File: src/rtl/adpcm_npd_pkg.sv
// Types, constants and per-nibble decode functions for the ADPCM nibble pair decoder.
package adpcm_npd_pkg;

  localparam int SAMPLE_W   = 8;
  localparam int INDEX_W    = 7;
  localparam int STEP_W     = 15;
  localparam int CODE_W     = 4;
  localparam int PROD_W     = STEP_W + 3;
  localparam int MAG_W      = STEP_W + 2;
  localparam int SUM_W      = MAG_W + 2;

  localparam logic [INDEX_W-1:0]  MAX_STEP_INDEX = 7'd88;
  localparam logic signed [SUM_W-1:0] SUM_MAX = 19'sd127;
  localparam logic signed [SUM_W-1:0] SUM_MIN = -19'sd128;
  localparam logic signed [SAMPLE_W-1:0] SAMPLE_MAX = 8'sd127;
  localparam logic signed [SAMPLE_W-1:0] SAMPLE_MIN = -8'sd128;

  typedef logic [CODE_W-1:0]         code_t;
  typedef logic [INDEX_W-1:0]        index_t;
  typedef logic [STEP_W-1:0]         step_t;
  typedef logic signed [SAMPLE_W-1:0] sample_t;

  // Decoder state after one nibble.
  typedef struct packed {
    sample_t predictor;
    index_t  step_index;
  } dec_state_t;

  // Step size table; an index above the top reads as the top entry.
  function automatic step_t step_lookup(input index_t idx);
    step_t s;
    unique case (idx)
      7'd0:  s = 15'd7;     7'd1:  s = 15'd8;     7'd2:  s = 15'd9;
      7'd3:  s = 15'd10;    7'd4:  s = 15'd11;    7'd5:  s = 15'd12;
      7'd6:  s = 15'd13;    7'd7:  s = 15'd14;    7'd8:  s = 15'd16;
      7'd9:  s = 15'd17;    7'd10: s = 15'd19;    7'd11: s = 15'd21;
      7'd12: s = 15'd23;    7'd13: s = 15'd25;    7'd14: s = 15'd28;
      7'd15: s = 15'd31;    7'd16: s = 15'd34;    7'd17: s = 15'd37;
      7'd18: s = 15'd41;    7'd19: s = 15'd45;    7'd20: s = 15'd50;
      7'd21: s = 15'd55;    7'd22: s = 15'd60;    7'd23: s = 15'd66;
      7'd24: s = 15'd73;    7'd25: s = 15'd80;    7'd26: s = 15'd88;
      7'd27: s = 15'd97;    7'd28: s = 15'd107;   7'd29: s = 15'd118;
      7'd30: s = 15'd130;   7'd31: s = 15'd143;   7'd32: s = 15'd157;
      7'd33: s = 15'd173;   7'd34: s = 15'd190;   7'd35: s = 15'd209;
      7'd36: s = 15'd230;   7'd37: s = 15'd253;   7'd38: s = 15'd279;
      7'd39: s = 15'd307;   7'd40: s = 15'd337;   7'd41: s = 15'd371;
      7'd42: s = 15'd408;   7'd43: s = 15'd449;   7'd44: s = 15'd494;
      7'd45: s = 15'd544;   7'd46: s = 15'd598;   7'd47: s = 15'd658;
      7'd48: s = 15'd724;   7'd49: s = 15'd796;   7'd50: s = 15'd876;
      7'd51: s = 15'd963;   7'd52: s = 15'd1060;  7'd53: s = 15'd1166;
      7'd54: s = 15'd1282;  7'd55: s = 15'd1411;  7'd56: s = 15'd1552;
      7'd57: s = 15'd1707;  7'd58: s = 15'd1878;  7'd59: s = 15'd2066;
      7'd60: s = 15'd2272;  7'd61: s = 15'd2499;  7'd62: s = 15'd2749;
      7'd63: s = 15'd3024;  7'd64: s = 15'd3327;  7'd65: s = 15'd3660;
      7'd66: s = 15'd4026;  7'd67: s = 15'd4428;  7'd68: s = 15'd4871;
      7'd69: s = 15'd5358;  7'd70: s = 15'd5894;  7'd71: s = 15'd6484;
      7'd72: s = 15'd7132;  7'd73: s = 15'd7845;  7'd74: s = 15'd8630;
      7'd75: s = 15'd9493;  7'd76: s = 15'd10442; 7'd77: s = 15'd11487;
      7'd78: s = 15'd12635; 7'd79: s = 15'd13899; 7'd80: s = 15'd15289;
      7'd81: s = 15'd16818; 7'd82: s = 15'd18500; 7'd83: s = 15'd20350;
      7'd84: s = 15'd22385; 7'd85: s = 15'd24623; 7'd86: s = 15'd27086;
      7'd87: s = 15'd29794;
      default: s = 15'd32767;
    endcase
    return s;
  endfunction

  // Move and clamp the step index by the code's magnitude bits.
  function automatic index_t index_update(input index_t idx, input code_t code);
    logic signed [INDEX_W+1:0] adj;
    logic signed [INDEX_W+1:0] nxt;
    unique case (code[2:0])
      3'd4:    adj = 9'sd2;
      3'd5:    adj = 9'sd4;
      3'd6:    adj = 9'sd6;
      3'd7:    adj = 9'sd8;
      default: adj = -9'sd1;
    endcase
    nxt = $signed({2'b00, idx}) + adj;
    if (nxt < 0) begin
      return '0;
    end else if (nxt > $signed({2'b00, MAX_STEP_INDEX})) begin
      return MAX_STEP_INDEX;
    end
    return nxt[INDEX_W-1:0];
  endfunction

  // Decode one nibble against the current state.
  function automatic dec_state_t decode_nibble(input dec_state_t cur, input code_t code);
    step_t                   step;
    index_t                  idx;
    logic [PROD_W-1:0]       prod;
    logic [MAG_W-1:0]        mag;
    logic signed [SUM_W-1:0] diff;
    logic signed [SUM_W-1:0] sum;
    dec_state_t              res;
    idx  = (cur.step_index > MAX_STEP_INDEX) ? MAX_STEP_INDEX : cur.step_index;
    step = step_lookup(idx);
    prod = PROD_W'(step) * PROD_W'(code[2:0]);
    mag  = MAG_W'(prod[PROD_W-1:2]) + MAG_W'(step[STEP_W-1:3]);
    diff = $signed({2'b00, mag});
    if (code[3]) begin
      diff = -diff;
    end
    sum = SUM_W'(cur.predictor) + diff;
    if (sum > SUM_MAX) begin
      res.predictor = SAMPLE_MAX;
    end else if (sum < SUM_MIN) begin
      res.predictor = SAMPLE_MIN;
    end else begin
      res.predictor = sum[SAMPLE_W-1:0];
    end
    res.step_index = index_update(idx, code);
    return res;
  endfunction

endpackage

File: src/rtl/adpcm_nibble_pair_decoder_top.sv
// Top level of the ADPCM nibble pair decoder: two chained nibble decodes per byte.
// The result item is registered at the edge that accepts the byte.
// Throughput: one byte per cycle while in_stall is low; both nibble steps and
//   table lookups sit between the decoder state registers and the result register.
// The result register frees itself in the cycle its item is taken, so a new byte
//   is accepted while a result is read out.
// Reset (rst, synchronous, active high) clears predictor, step index and out_valid.
module adpcm_nibble_pair_decoder_top
  import adpcm_npd_pkg::*;
(
  input  logic          clk,
  input  logic          rst,
  input  logic          in_valid,
  output logic          in_stall,
  input  logic [7:0]    code_byte,
  input  logic          restart,
  output logic          out_valid,
  input  logic          out_stall,
  output sample_t       first_sample,
  output sample_t       second_sample
);

  dec_state_t state;
  dec_state_t start_state;
  dec_state_t mid_state;
  dec_state_t state_next;
  logic       in_accept;

  // Hold input while an unread result blocks the result register.
  assign in_stall  = out_valid & out_stall;
  assign in_accept = in_valid & ~in_stall;

  // Decode high nibble, then low nibble; restart first clears the step index.
  always_comb begin
    start_state = state;
    if (restart) begin
      start_state.step_index = '0;
    end
    mid_state  = decode_nibble(start_state, code_byte[7:4]);
    state_next = decode_nibble(mid_state, code_byte[3:0]);
  end

  // Advance decoder state on each accepted item.
  always_ff @(posedge clk) begin
    if (rst) begin
      state <= '0;
    end else if (in_accept) begin
      state <= state_next;
    end
  end

  // Track result valid.
  always_ff @(posedge clk) begin
    if (rst) begin
      out_valid <= 1'b0;
    end else if (in_accept) begin
      out_valid <= 1'b1;
    end else if (!out_stall) begin
      out_valid <= 1'b0;
    end
  end

  // Load result payload.
  always_ff @(posedge clk) begin
    if (in_accept) begin
      first_sample  <= mid_state.predictor;
      second_sample <= state_next.predictor;
    end
  end

  a_index_range: assert property (@(posedge clk) disable iff (rst)
    state.step_index <= MAX_STEP_INDEX)
    else $error("step index beyond table");

  a_accept_valid: assert property (@(posedge clk) disable iff (rst)
    in_accept |=> out_valid)
    else $error("accepted item produced no result");

  a_pred_match: assert property (@(posedge clk) disable iff (rst)
    out_valid |-> (second_sample == state.predictor))
    else $error("result out of step with predictor");

  a_stall_cause: assert property (@(posedge clk) disable iff (rst)
    in_stall |-> out_valid)
    else $error("input stalled with empty result register");

endmodule
File: config.mk
export PLATFORM = sky130hd
export DESIGN_NAME = adpcm_nibble_pair_decoder_top
export DESIGN_NICKNAME = d
export VERILOG_FILES = /design/src/rtl/adpcm_npd_pkg.sv /design/src/rtl/adpcm_nibble_pair_decoder_top.sv
export SDC_FILE = /design/constraint.sdc
export NUM_CORES = 1
export LEC_CHECK = 0
export BUFFER_PORTS_ARGS = -buffer_cell sky130_fd_sc_hd__buf_2
export CAP_MARGIN = 20
export CELL_PAD_IN_SITES_DETAIL_PLACEMENT = 2
export CELL_PAD_IN_SITES_GLOBAL_PLACEMENT = 2
export CORE_MARGIN = 4
export CORE_UTILIZATION = 38
export DETAILED_ROUTE_END_ITERATION = 10
export PLACE_DENSITY = 0.87
export SETUP_SLACK_MARGIN = 0.3
export SLEW_MARGIN = 10
export SYNTH_ARGS = -nofsm -noshare
export SYNTH_HDL_FRONTEND = slang
export SYNTH_SLANG_ARGS = --single-unit
File: constraint.sdc
create_clock -name clk -period 20.6 [get_ports clk]
set_input_delay 1.03 -clock clk [delete_from_list [all_inputs] [get_ports clk]]
set_output_delay 1.03 -clock clk [all_outputs]
set_load 0.02 [all_outputs]
==> metrics.md <==
| Metric | Value |
|---|---|
| Status | completed |
| Vias per inst | approximately 6.6 |
| Number of flops mapped to enable cells by yosys | 16 |
| Async set or reset register ratio after synthesis | 0 |
| Slew headroom | 0.2986 |
| # Post-CTS Setup Buffers | 0 |
| Cts repair resizes | 0 |
| DPL Wire Length | about 37000 um |
| Vias | roughly 13000 |
| Synth Area in Compound Gates | 0.3276 |
| Yosys warns | 0 |
| Root buf cell | clkbuf_16 |
| Clock Pin Slew Worst Setup and Hold Paths | ~60 ps |
| Xor/xnor share of the synthesized area | 0.09106 |
| Count of final hold-check violations | 0 |
| Crit-path max FO | 15 |
| Initial antenna violation count | 1 |
| Core area | approximately 0.031 sq mm |
| TritonCTS clock tree | built |
| Top-area cell type share of the netlist area | 0.1507 |
| Unique masters post-synth | 106 |
| Wire per inst | between 20 and 30 um |
| Vias in the first global route | approximately 15000 |
| Post-Syn Nets | 1849 |
| Top_reg_cell synth | edfxtp_1 |
| GRT Util Overall | 0.2976 |
| Leading area contributor after synthesis | ha_1 |
| Setup TNS | 0 ps |
| Post-synthesis mux area share | 0.009169 |
| Synth Area in Simple Gates | 0.2322 |
| DR pass1 iterations | 5 |
| Area growth, synth to finish | 4.796% |
| Htree depth | 2 |
| CTS Buf Count | 5 |
| Final setup violating endpoints | 0 |
| Chip height | roughly 180 um |
| Max incr delay on CP | 780 ps |
| Net count, final | 1822 |
| Clk_skew | ~5 ps |
| Slew Limit Fails | 0 |
| Crit path kind | in -> reg |
| Post-Synth Adder-Cell Area | 0.2092 |
| Final ANT Viol Nets | 0 |
| Row count | between 60 and 70 |
| Max Root-Sink Buffers | 2 |
| Most frequent cell after synthesis | nand2_1 |
| Total die area | around 0.034 sq mm |
| 1st-iter DRT viols | about 1300 |
| Clock sink count | 32 |
| Syn avg cell area | 7.156 sq um |
| Hold Crit Class | reg -> reg |
| Fin crit period | 17670 ps |
| Worst Path Required | around 21000 ps |
| Hold_buf cts | 0 |
| Latest clock arrival within the worst-skew pair | roughly 300 ps |
| Share of cells above drive strength 1 | 0.07042 |
| Seq/Total Area, Yosys | 0.06745 |
| Num ports | 31 |
| Worst Tran Pin Value | around 1000 ps |
| Port Buffers | 30 |
| Post-synth top cells | 193 x nand2_1, 143 x ha_1, 141 x a21oi_1 |
| Synthesized flop and latch total | 32 |
| Period utilization | 0.8576 |
| Largest net degree at the start of global routing | 45 |
| First-pass GRT wire length | approximately 80000 um |
| Fmax | around 57 MHz |
| Crit path launch type | primary input |
| Synthesized instance count | around 1700 |
| Arrival time worst endpoint | around 18000 ps |
| Initial Util | 0.3871 |
| Fillers | 3635 |
| Routability cong. | about 0.94 |
| RSZ-0062 raised after global routing | false |
| Ranking of synthesized cells by area | ha_1 15%, nand2_1 6.1%, a21oi_1 5.9% |
| Max-cap violations | 0 |
| Synthesized area | ~0.012 sq mm |
| Total grt overflow | 0 |
| Routed WL | between 50000 and 60000 um |
| Flop2flop setup slack | 3220 ps |
| Largest family of logic cells by synthesized area | compound AO/OA/AOI/OAI gates |
| Critical Path End Type | register |
| DRC Markers | 0 |
| Slowest cell on crit path | a21boi_0 |
| Die X | between 150 and 200 um |
==> metrics by stage <==
stage | cells | util | hold slack (ps) | setup WS [ps] | instance area (sq um)
2_1_floorplan | 1659 | - | 440.5 | 6500 | 11870
3_3_place_gp | 2018 | 0.3997 | 470.2 | 5161 | 12260
3_5_place_dp | 2018 | 0.3997 | 492.8 | 3924 | 12260
4_1_cts | 2026 | 0.4043 | 536.2 | 3344 | 12400
5_1_grt | 2030 | 0.4056 | 553.5 | 1973 | 12440
6_report | 2030 | 0.4056 | 541.9 | 2933 | 12440
==> worst paths after layout <==
kind | end | cells after the start | from
worst max register to register | start_state[12]$_SDFFE_PP0P_ | 57 | state[6]$_SDFFE_PP0P_
worst max-delay path | start_state[12]$_SDFFE_PP0P_ | 58 | restart
worst min register to register | state[0]$_SDFFE_PP0P_ | 2 | state[0]$_SDFFE_PP0P_
worst min-delay path | state[0]$_SDFFE_PP0P_ | 2 | state[0]$_SDFFE_PP0P_
==> cells by family (layout without fill, tap and decap cells) <==
| logic type | Yosys count | in the layout |
|---|---|---|
| buffers and inverters | 182 | 156 |
| DFF | 32 | 32 |
| adders and majority gates | 178 | 178 |
| xor gates and xnor gates | 117 | 117 |
| muxes | 10 | 10 |
| AOI/OAI and AO/OA | 564 | 564 |
| and+or+nand+nor | 576 | 576 |
| other | 0 | 1 |
==> sequential cells by signal, summed over array words and instances (netlist names) <==
name / count
start_state: 8
out_valid: 1
first_sample: 8
state: 7
second_sample: 8
==> placed cells by master (no fill, tap or decap), drive strengths merged, types with 13 or more instances in the layout <==
cell type,instances
edfxtp,16
a211o,14
xor2,36
dfxtp,16
a31oi,21
ha,143
xnor2,81
o211ai,19
o21a,15
a211oi,41
and3,18
nor3,43
fa,34
nand3,34
buf,45
or3,13
a21oi,144
inv,100
and2,38
nand2b,24
o31ai,17
nor2,136
o21ai,124
o21bai,14
a21o,44
nand2,195
nor2b,21
o22ai,13
==> critical path: cells and delay by family <==
family,cells,cell delay (ps)
XOR/XNOR,6,1510
AND/OR/NAND/NOR,14,3500
AO/OA/AOI/OAI,26,7450
buffers and inverters,5,970
adder cells (fa/ha/maj),7,3400
==> area by class of cell <==
class                   count  area, sq um  area share
multi-input cells        1445        10330      0.8302
clock buffers               6        128.9     0.01036
repair buffers             46        287.8     0.02313
diodes                      1        2.502   0.0002011
inverters                 102        385.4     0.03098
well taps                 396        495.5     0.03983
flip-flops and latches     32        800.8     0.06437
clock inverters             2        11.26   0.0009052
==> per-layer routing <==
metal	global-route usage	up-vias	share of wire	wire, um
met5	0	-	0	0
met4	0.1424	0	0.050	2582
met3	0.02783	192	0.044	2296
met2	0.5369	506	0.50	26200
met1	0.3538	6790	0.40	21060
li1	-	5968	-	-
Power is not shown: default switching activity piles up to over one toggle a cycle in this logic, so the estimate is an artifact.
